<file path="src/rtl/progressive_shift_cipher_defines.svh">
// Assertion helpers shared by the cipher RTL.
// Each macro expects clk and rst (synchronous, active high) in scope.
`ifndef PROGRESSIVE_SHIFT_CIPHER_DEFINES_SVH
`define PROGRESSIVE_SHIFT_CIPHER_DEFINES_SVH

// Same-cycle check: when ante holds, cons must hold at the same edge.
`define PSC_ASSERT_NOW(lbl, ante, cons, msg) \
  lbl: assert property (@(posedge clk) disable iff (rst) (ante) |-> (cons)) \
    else $error(msg);

// Next-cycle check: when ante holds, cons must hold at the next edge.
`define PSC_ASSERT_NEXT(lbl, ante, cons, msg) \
  lbl: assert property (@(posedge clk) disable iff (rst) (ante) |=> (cons)) \
    else $error(msg);

`endif

</file>
<file path="src/rtl/psc_pkg.sv">
package psc_pkg;

  localparam int ALPHABET_SIZE = 30;
  localparam int IDX_W         = 5;
  localparam int CHAR_W        = 8;
  localparam int PROD_W        = 2 * IDX_W;
  localparam int SUM_W         = IDX_W + 1;
  localparam int RECIP_SHIFT   = PROD_W;
  localparam int RECIP         = (1 << RECIP_SHIFT) / ALPHABET_SIZE;
  localparam int RECIP_W       = $clog2(RECIP + 1);
  localparam int QUOT_W        = PROD_W + RECIP_W - RECIP_SHIFT;
  localparam int CFG_DATA_W    = IDX_W;
  localparam int CFG_IDX_W     = 2;

  typedef enum logic [CFG_IDX_W-1:0] {
    CFG_DECRYPT_MODE   = 2'd0,
    CFG_SHIFT_AMOUNT   = 2'd1,
    CFG_STEP_INCREMENT = 2'd2
  } cfg_reg_t;

  typedef struct packed {
    logic             decrypt_mode;
    logic [IDX_W-1:0] shift_amount;
    logic [IDX_W-1:0] step_increment;
  } psc_cfg_t;

  typedef struct packed {
    logic [CHAR_W-1:0] char_out;
    logic              bad_char;
  } psc_res_t;

  // Alphabet: space, a..z, period, question mark, comma.
  function automatic logic [CHAR_W-1:0] sym_char(input logic [IDX_W-1:0] idx);
    logic [CHAR_W-1:0] c;
    case (idx)
      5'd0:    c = 8'h20;
      5'd27:   c = 8'h2E;
      5'd28:   c = 8'h3F;
      5'd29:   c = 8'h2C;
      default: c = 8'h60 + CHAR_W'(idx);
    endcase
    return c;
  endfunction

  // Reduce a value below twice the alphabet size.
  function automatic logic [IDX_W-1:0] mod_small(input logic [SUM_W-1:0] x);
    logic [SUM_W-1:0] r;
    r = (x >= SUM_W'(ALPHABET_SIZE)) ? x - SUM_W'(ALPHABET_SIZE) : x;
    return r[IDX_W-1:0];
  endfunction

  // Reduce a product by reciprocal multiply; the quotient is at most one low.
  function automatic logic [IDX_W-1:0] mod_prod(input logic [PROD_W-1:0] x);
    logic [PROD_W+RECIP_W-1:0] scaled;
    logic [QUOT_W-1:0]         q;
    logic [PROD_W:0]           qn;
    logic [PROD_W:0]           rem;
    scaled = {{RECIP_W{1'b0}}, x} * (PROD_W+RECIP_W)'(RECIP);
    q      = scaled[PROD_W+RECIP_W-1:RECIP_SHIFT];
    qn     = (PROD_W+1)'(q) * (PROD_W+1)'(ALPHABET_SIZE);
    rem    = {1'b0, x} - qn;
    return mod_small(rem[SUM_W-1:0]);
  endfunction

endpackage

</file>
<file path="src/rtl/psc_xform.sv">
module psc_xform (
  input  logic [psc_pkg::CHAR_W-1:0] char_val,
  input  logic [psc_pkg::IDX_W-1:0]  pos,
  input  psc_pkg::psc_cfg_t          cfg,
  output psc_pkg::psc_res_t          res
);

  logic [psc_pkg::CHAR_W-1:0] folded;
  logic                       hit;
  logic [psc_pkg::IDX_W-1:0]  idx;
  logic [psc_pkg::IDX_W-1:0]  sh;
  logic [psc_pkg::IDX_W-1:0]  inc;
  logic [psc_pkg::PROD_W-1:0] prod;
  logic [psc_pkg::IDX_W-1:0]  step_off;
  logic [psc_pkg::IDX_W-1:0]  off;
  logic [psc_pkg::IDX_W-1:0]  enc_idx;
  logic [psc_pkg::IDX_W-1:0]  dec_idx;
  logic [psc_pkg::IDX_W-1:0]  out_idx;

  // Fold upper case only.
  assign folded = (char_val >= 8'h41 && char_val <= 8'h5A) ? char_val + 8'h20 : char_val;

  always_comb begin
    hit = 1'b0;
    idx = '0;
    for (int k = 0; k < psc_pkg::ALPHABET_SIZE; k++) begin
      if (folded == psc_pkg::sym_char(psc_pkg::IDX_W'(k))) begin
        hit = 1'b1;
        idx = psc_pkg::IDX_W'(k);
      end
    end
  end

  assign sh       = psc_pkg::mod_small({1'b0, cfg.shift_amount});
  assign inc      = psc_pkg::mod_small({1'b0, cfg.step_increment});
  assign prod     = {{psc_pkg::IDX_W{1'b0}}, pos} * {{psc_pkg::IDX_W{1'b0}}, inc};
  assign step_off = psc_pkg::mod_prod(prod);
  assign off      = psc_pkg::mod_small({1'b0, sh} + {1'b0, step_off});
  assign enc_idx  = psc_pkg::mod_small({1'b0, idx} + {1'b0, off});
  assign dec_idx  = psc_pkg::mod_small({1'b0, idx}
                    + psc_pkg::SUM_W'(psc_pkg::ALPHABET_SIZE) - {1'b0, off});
  assign out_idx  = cfg.decrypt_mode ? dec_idx : enc_idx;

  // Unknown symbols pass through raw, before folding.
  assign res.char_out = hit ? psc_pkg::sym_char(out_idx) : char_val;
  assign res.bad_char = ~hit;

endmodule

</file>
<file path="src/rtl/progressive_shift_cipher.sv">
// Progressive shift cipher over a 30-symbol alphabet (space, a-z, '.', '?', ',').
// Input channel: in_valid / in_stall carry char_in and last_char. A beat is
//   taken at a rising edge with in_valid high and in_stall low.
// Output channel: out_valid / out_stall carry char_out, bad_char and
//   end_of_message, one result beat per input beat, in order.
// Config: cfg_we writes cfg_data into register cfg_index (0 decrypt_mode,
//   1 shift_amount, 2 step_increment); other indexes are ignored. Write only
//   while no beat is in flight.
// Pipeline: the input register captures an accepted beat, and the result register
//   loads its cipher result once out_ready allows; out_valid then rises. Throughput:
//   one beat per cycle while the output is not stalled; the whole cipher step
//   is one short combinational pass between the two registers.
// Stall: when the receiver stalls, the result register holds its beat, the
//   input register fills behind it, and in_stall rises once both are full.
// Reset (rst, synchronous): clears the pipeline valids, the message position
//   and all config registers to zero. Position restarts after a last_char beat.
`include "progressive_shift_cipher_defines.svh"

module progressive_shift_cipher (
  input  logic                           clk,
  input  logic                           rst,
  input  logic                           cfg_we,
  input  logic [psc_pkg::CFG_IDX_W-1:0]  cfg_index,
  input  logic [psc_pkg::CFG_DATA_W-1:0] cfg_data,
  input  logic                           in_valid,
  output logic                           in_stall,
  input  logic [psc_pkg::CHAR_W-1:0]     char_in,
  input  logic                           last_char,
  output logic                           out_valid,
  input  logic                           out_stall,
  output logic [psc_pkg::CHAR_W-1:0]     char_out,
  output logic                           bad_char,
  output logic                           end_of_message
);

  psc_pkg::psc_cfg_t cfg;

  // Position of the next beat within its message.
  logic [psc_pkg::IDX_W-1:0]  pos;
  logic [psc_pkg::IDX_W-1:0]  pos_next;

  // Input register.
  logic                       s1_valid;
  logic [psc_pkg::CHAR_W-1:0] s1_char;
  logic                       s1_last;
  logic [psc_pkg::IDX_W-1:0]  s1_pos;

  logic                       out_ready;
  logic                       s1_adv;
  logic                       in_accept;
  psc_pkg::psc_res_t          xf;

  assign out_ready = ~out_valid | ~out_stall;
  assign s1_adv    = s1_valid & out_ready;
  assign in_stall  = s1_valid & ~out_ready;
  assign in_accept = in_valid & ~in_stall;

  // Config registers.
  always_ff @(posedge clk) begin
    if (rst) begin
      cfg <= '0;
    end else if (cfg_we) begin
      case (cfg_index)
        psc_pkg::CFG_DECRYPT_MODE:   cfg.decrypt_mode   <= cfg_data[0];
        psc_pkg::CFG_SHIFT_AMOUNT:   cfg.shift_amount   <= cfg_data;
        psc_pkg::CFG_STEP_INCREMENT: cfg.step_increment <= cfg_data;
        default: begin
          // drop writes to unused indexes
        end
      endcase
    end
  end

  // Advance the position, wrap at the alphabet size, restart after a last beat.
  always_comb begin
    if (last_char || pos == psc_pkg::IDX_W'(psc_pkg::ALPHABET_SIZE - 1)) begin
      pos_next = '0;
    end else begin
      pos_next = pos + psc_pkg::IDX_W'(1);
    end
  end

  always_ff @(posedge clk) begin
    if (rst) begin
      pos      <= '0;
      s1_valid <= 1'b0;
    end else begin
      if (in_accept) begin
        pos      <= pos_next;
        s1_valid <= 1'b1;
      end else if (s1_adv) begin
        s1_valid <= 1'b0;
      end
    end
  end

  // Capture the beat along with the position it was taken at.
  always_ff @(posedge clk) begin
    if (in_accept) begin
      s1_char <= char_in;
      s1_last <= last_char;
      s1_pos  <= pos;
    end
  end

  psc_xform u_xform (
    .char_val (s1_char),
    .pos      (s1_pos),
    .cfg      (cfg),
    .res      (xf)
  );

  // Result register: load on advance, clear once the receiver takes it.
  always_ff @(posedge clk) begin
    if (rst) begin
      out_valid <= 1'b0;
    end else if (s1_adv) begin
      out_valid <= 1'b1;
    end else if (out_valid && !out_stall) begin
      out_valid <= 1'b0;
    end
  end

  always_ff @(posedge clk) begin
    if (s1_adv) begin
      char_out       <= xf.char_out;
      bad_char       <= xf.bad_char;
      end_of_message <= s1_last;
    end
  end

  `PSC_ASSERT_NEXT(a_pos_restart, in_accept && last_char, pos == '0,
    "position did not restart after last beat")
  `PSC_ASSERT_NEXT(a_pos_step,
    in_accept && !last_char && pos != psc_pkg::IDX_W'(psc_pkg::ALPHABET_SIZE - 1),
    pos == $past(pos) + psc_pkg::IDX_W'(1), "position did not advance on accept")
  `PSC_ASSERT_NEXT(a_bad_passthru, s1_adv && xf.bad_char,
    bad_char && char_out == $past(s1_char), "unknown symbol not passed through")
  `PSC_ASSERT_NEXT(a_eom_follow, s1_adv, out_valid && end_of_message == $past(s1_last),
    "end_of_message lost on advance")
  `PSC_ASSERT_NOW(a_full_stalls, s1_valid && out_valid && out_stall, in_stall,
    "input taken while both registers held")

endmodule
</file>
<file path="config.mk">
export PLATFORM = sky130hd
export DESIGN_NAME = progressive_shift_cipher
export DESIGN_NICKNAME = d
export VERILOG_FILES = /design/src/rtl/psc_pkg.sv /design/src/rtl/psc_xform.sv /design/src/rtl/progressive_shift_cipher.sv
export VERILOG_INCLUDE_DIRS = /design/src /design/src/rtl
export SDC_FILE = /design/constraint.sdc
export NUM_CORES = 1
export LEC_CHECK = 0
export CORE_UTILIZATION = 40
export DETAILED_ROUTE_END_ITERATION = 6
export DONT_BUFFER_PORTS = 1
export MAX_ROUTING_LAYER = met4
export SLEW_MARGIN = 5
export SYNTH_ARGS = -nofsm -noshare
export SYNTH_HDL_FRONTEND = slang
export SYNTH_HIERARCHICAL = 1
export SYNTH_SLANG_ARGS = --single-unit
</file>
<file path="constraint.sdc">
create_clock -name clk -period 15.89 [get_ports clk]
set_input_delay 4.767 -clock clk [delete_from_list [all_inputs] [get_ports clk]]
set_output_delay 4.767 -clock clk [all_outputs]
set_load 0.01 [all_outputs]
</file>
==> impl_metrics.tcl, run 1 <==
set metrics [dict create \
    drt_pre_antenna_iters 5 \
    portBuffers 0 \
    finalHoldViolations 0 \
    met2_wirelength_mm 4.07 \
    synth_compound_area_share_pct 19.4 \
    period_needed_ns 14.09 \
    fmax_ghz 0.0710 \
    highest_layer "met4" \
    ctsHoldBuffers 0 \
    post_cts_buffers 0 \
    hpwlAfterDp_mm 7.36 \
    syn_avg_cell_area_um2 9.20 \
    powerDensity_nw_per_um2 126 \
    seqCellArea_um2 1080 \
    dieArea_um2 11900 \
    route.detailed.drc 0 \
    synth_top_family_by_area "adder cells" \
    clkTransAtPathRegs_ns 0.06 \
    viasPerCell 5.52 \
    yosys_warnings 6 \
    grt_pass1_wl_mm 14.8 \
    clock_latency_ns 0.28 \
    hp-class "flop to flop" \
    ys_types 76 \
    drt_iter0_markers 137 \
    die_h_um 109 \
    cp-end-kind "flop" \
    avgRoutedWirePerCell_um 13.9 \
    yosysSeqAreaShare_pct 23.6 \
    cp_slowest_stage_delay_ns 0.54 \
    fp.dieW_um 109 \
    ff2ff_setup_slack_ns 1.80 \
    ctsResizeCount 0 \
    drv_slew 0 \
    cpMaxStageDelayCell "fa_1" \
    status "complete, no violations" \
    crit_buf_inv 3 \
    grt_usage_pct 16.2 \
    ys_top_cells_by_area "ha_1 17%, edfxtp_1 16%, dfxtp_1 7.9%, fa_1 7.0%, inv_1 4.5%" \
    critPathTopFamily "adder cells" \
    p_total_uw 614 \
    ys_seq_elements 42 \
    synthArstFlopShare_pct 0 \
    cts_inserted_buffers 5 \
    nNetsFinal 599 \
    wirelength_met1_mm 4.36 \
    max-cap-violations 0 \
    syn_inst 497 \
    slew_headroom_pct 23.0 \
    synthMuxAreaShare_pct 3.34 \
    tightest_slew_ns 1.15 \
    ys.flop_type "edfxtp_1" \
    area_growth_pct 6.98 \
    syn_nets 596 \
    start_util_pct 41.6 \
    rsz0062_at_grt "false" \
    yosys.area.top_type "ha_1" \
    path_max_fanout 7 \
    skew_ns 0.00618 \
    htree_levels 2 \
    multiInputGateArea_um2 3240 \
    io_pins 33 \
    clock-root-buffer "clkbuf_16" \
    fillers 1041 \
    criticalPathCategory "flop to flop" \
    cts_sinks 42 \
    place_congestion 0.903 \
    grt-ovfl-total 0 \
    p_leak_nw 2.29 \
    vias 3540 \
    setup_viol 0 \
    grt_pass1_vias 3317 \
    synth-adder-area-share_pct 24.0 \
    coreArea_um2 11000 \
    rows 38 \
    synth-xor-area-share_pct 6.57 \
    wl_met3_um 372 \
    syn_area_um2 4570 \
    synth_edf_count 24 \
    synth_simple_gate_area_share_pct 17.5 \
    crit_required_ns 15.89 \
    yosys.area.top_type_share_pct 17.0 \
    grt_max_degree 20 \
    antenna_found_initial 0 \
    vdd_drop_max_v 0.0000840 \
    cts_buffer_depth 2 \
    ant_nets 0 \
    final_layout_size_suffix_gt1_share_pct 6.19 \
    finalSetupTns_ns 0 \
    tritoncts "yes" \
    antenna_cells 0 \
    arrival_ns 14.09 \
    period_share_pct 88.7 \
    routed_wl_mm 8.92 \
    cp-start-kind "flop" \
]
==> cell usage in the layout, fill, tap and decap left out, types with 5 or more instances in the layout <==
| cell type | instances |
|---|---|
| o21ai_0 | 17 |
| mux2i_1 | 13 |
| a21o_1 | 12 |
| xor2_1 | 11 |
| a31oi_1 | 8 |
| nor3_1 | 5 |
| nand2_1 | 30 |
| o21a_1 | 8 |
| clkbuf_16 | 5 |
| inv_1 | 55 |
| dfxtp_1 | 18 |
| nor2_1 | 35 |
| a21oi_1 | 23 |
| xnor2_1 | 17 |
| fa_1 | 16 |
| nand4_1 | 7 |
| nor2b_1 | 10 |
| and2_1 | 12 |
| o21ai_1 | 6 |
| nand3_1 | 15 |
| nor3b_1 | 5 |
| edfxtp_1 | 24 |
| ha_1 | 62 |
==> cell type report <==
type                    count  area share (%)
well taps                 140            3.58
inverters                  58            4.45
multi-input cells         392            66.2
clock buffers               7            2.92
repair buffers              1           0.153
clock inverters             1           0.614
flip-flops and latches     42            22.1
==> kinds of logic after synthesis <==
logic type               Yosys count
AO/OA/AOI/OAI                    119
XOR/XNOR                          31
adder cells (fa/ha/maj)           78
buffers and inverters             63
flip-flops                        42
multiplexers                      15
AND/OR/NAND/NOR                  149
==> sequential cells by signal, indices dropped and copies added, names as in the netlist <==
signal	flops
s1_char	8
s1_pos	5
end_of_message	1
char_out	8
pos	5
s1_last	1
cfg	11
out_valid	1
s1_valid	1
bad_char	1
==> metal layers <==
layer,up-vias,global-route usage (%)
li1,1805,-
met1,1663,21.1
met2,63,25.6
met3,9,2.93
met4,0,4.54
met5,-,-
==> Yosys cell counts, types with 10 or more instances <==
cell type / instances
dfxtp_1: 18
xnor2_1: 17
ha_1: 62
nand3_1: 15
o21ai_0: 17
nor2b_1: 10
xor2_1: 11
edfxtp_1: 24
nor2_1: 35
a21o_1: 12
nand2_1: 30
mux2i_1: 13
a21oi_1: 23
fa_1: 16
inv_1: 55
and2_1: 12
==> report_power, final <==
part | switching (mW) | internal (mW) | total (mW) | leakage [nW]
Clock | 0.0388 | 0.0784 | 0.117 | 0.0841
Sequential | 0.00642 | 0.122 | 0.128 | 0.378
Combinational | 0.214 | 0.155 | 0.369 | 1.83
==> metrics by stage <==
| step | area [um2] | setup slack, ns | cells | util (%) | hold WS [ns] |
|---|---|---|---|---|---|
| 6_report | 4890 | 1.80 | 641 | 44.5 | 0.426 |
| 5_1_grt | 4890 | 0.892 | 641 | 44.5 | 0.434 |
| 4_1_cts | 4890 | 1.83 | 641 | 44.5 | 0.428 |
| 3_5_place_dp | 4720 | 1.84 | 633 | 43.0 | 0.406 |
| 3_3_place_gp | 4720 | 2.23 | 633 | 43.0 | 0.410 |
| 2_1_floorplan | 4570 | 2.83 | 497 | - | 0.400 |
==> final timing paths <==
kind                 from             end  cells after the start
setup reg to reg   cfg[1]     char_out[4]                     50
setup / recovery   cfg[1]     char_out[4]                     50
hold reg to reg   s1_last  end_of_message                      0
hold / removal    s1_last  end_of_message                      0
(Power assumes the default switching activity.)
==> inputs of run 2 (changes only) <==
CORE_ASPECT_RATIO = 1.5   (was default)
==> impl_metrics.tcl, run 2 (synthesized netlist as in run 1, its figures left out) <==
set metrics [dict create \
    rows 47 \
    cp_slowest_stage_delay_ns 0.55 \
    nNetsFinal 600 \
    hpwlAfterDp_mm 8.10 \
    status "complete, no violations" \
    route.detailed.drc 0 \
    start_util_pct 41.4 \
    portBuffers 0 \
    cts_inserted_buffers 5 \
    cpMaxStageDelayCell "fa_1" \
    crit_required_ns 15.89 \
    slew_headroom_pct 26.7 \
    place_congestion 0.854 \
    cts_buffer_depth 2 \
    rsz0062_at_grt "false" \
    drt_pre_antenna_iters 5 \
    max_flop_register "cfg" \
    antenna_cells 0 \
    antenna_found_initial 0 \
    grt-ovfl-total 0 \
    setup_viol 0 \
    skew_ns 0.00378 \
    avgRoutedWirePerCell_um 15.1 \
    hp-class "flop to flop" \
    critPathTopFamily "adder cells" \
    vdd_drop_max_v 0.0000810 \
    viasPerCell 5.54 \
    ant_nets 0 \
    tightest_slew_ns 1.09 \
    fmax_ghz 0.0705 \
    path_max_fanout 7 \
    grt_usage_pct 18.0 \
    drt_iter0_markers 188 \
    finalSetupTns_ns 0 \
    fillers 1108 \
    routed_wl_mm 9.79 \
    die_h_um 133 \
    fp.dieW_um 89.3 \
    period_needed_ns 14.18 \
    design_area_um2 4900 \
    clock-root-buffer "clkbuf_16" \
    clock_latency_ns 0.28 \
    area_growth_pct 7.25 \
    grt_pass1_wl_mm 16.4 \
    grt.met2_usage_pct 33.9 \
    final_common_cell "ha_1" \
    grt_pass1_vias 3627 \
    grt.met3_usage_pct 4.68 \
    ctsResizeCount 0 \
    cp-start-kind "flop" \
    grt_use_met1_pct 17.5 \
    reg_top3 "cfg x11, char_out x8, s1_char x8" \
    largest_reg_flops 11 \
    io_pins 33 \
    p_leak_nw 2.29 \
    dpl_cell_area_um2 4730 \
    coreArea_um2 11100 \
    max-cap-violations 0 \
    arrival_ns 14.18 \
    dieArea_um2 11900 \
    final_layout_size_suffix_gt1_share_pct 6.57 \
    cp-end-kind "flop" \
    post_cts_buffers 0 \
    vias 3593 \
    cts_sinks 42 \
    ctsHoldBuffers 0 \
    htree_levels 2 \
    mostFrequentLayoutCells "62 x ha_1, 55 x inv_1, 35 x nor2_1" \
    tritoncts "yes" \
    period_share_pct 89.3 \
    finalHoldViolations 0 \
    clkTransAtPathRegs_ns 0.06 \
    crit_buf_inv 3 \
    grt_max_degree 20 \
    powerDensity_nw_per_um2 126 \
    drv_slew 0 \
    gr-max-usage-layer "met2" \
    criticalPathCategory "flop to flop" \
]
run 2: cell count changes in the layout (fill, tap and decap cells not counted), sizes merged:
cell | before | now
buf | 1 | 2
clkbuf | 7 | 5
inv | 56 | 57
clkinv | 2 | 3
run 2: cell type report:
cell class | instances | area [um2] | share of cell area (%)
clock inverters | 3 | 43.8 | 0.893
repair buffers | 2 | 15.0 | 0.306
flip-flops and latches | 42 | 1080 | 22.0
well taps | 147 | 184 | 3.75
inverters | 58 | 218 | 4.44
multi-input cells | 392 | 3240 | 66.0
clock buffers | 5 | 125 | 2.55
run 2: report_power, final:
group	switching (mW)	internal [mW]
sequential	0.00648	0.122
combinational	0.218	0.155
clock	0.0411	0.0743
total	0.265	0.350
run 2: through the flow:
stage / worst slack, ns / hold slack (ns) / power (mW) / utilization, % / std cells
after floorplan: 2.83 / 0.400 / 0.430 / - / 497
after global placement: 2.05 / 0.403 / 0.490 / 42.8 / 641
after detailed placement: 1.71 / 0.405 / 0.498 / 42.8 / 641
after CTS: 1.67 / 0.419 / 0.618 / 44.4 / 649
after global routing: 0.695 / 0.444 / 0.670 / 44.4 / 649
final: 1.71 / 0.421 / 0.616 / 44.4 / 649
run 2: worst paths after layout:
kind	startpoint	to	slack (ns)	cells past startpoint
max reg2reg	cfg[1]	char_out[4]	1.71	50
min	s1_last	end_of_message	0.42	0
max	cfg[1]	char_out[4]	1.71	50
min reg2reg	s1_last	end_of_message	0.42	0
run 2: worst reg2reg max path: cells and delay by family (launching register included):
kind / cells / cell delay, ns
buf+inv: 3 / 0.19
compound gates: 18 / 4.60
fa+ha+maj: 14 / 5.65
xor+xnor: 7 / 1.38
simple gates: 7 / 1.34
flops: 1 / 0.36
mux: 1 / 0.40
run 2: metal layers:
| layer | vias to the layer above | part of all wire (%) | routed length (um) |
|---|---|---|---|
| met5 | - | 0 | 0 |
| met1 | 1722 | 37 | 3600 |
| met2 | 63 | 55 | 5430 |
| li1 | 1793 | - | - |
| met4 | 0 | 2.3 | 222 |
| met3 | 15 | 5.5 | 538 |
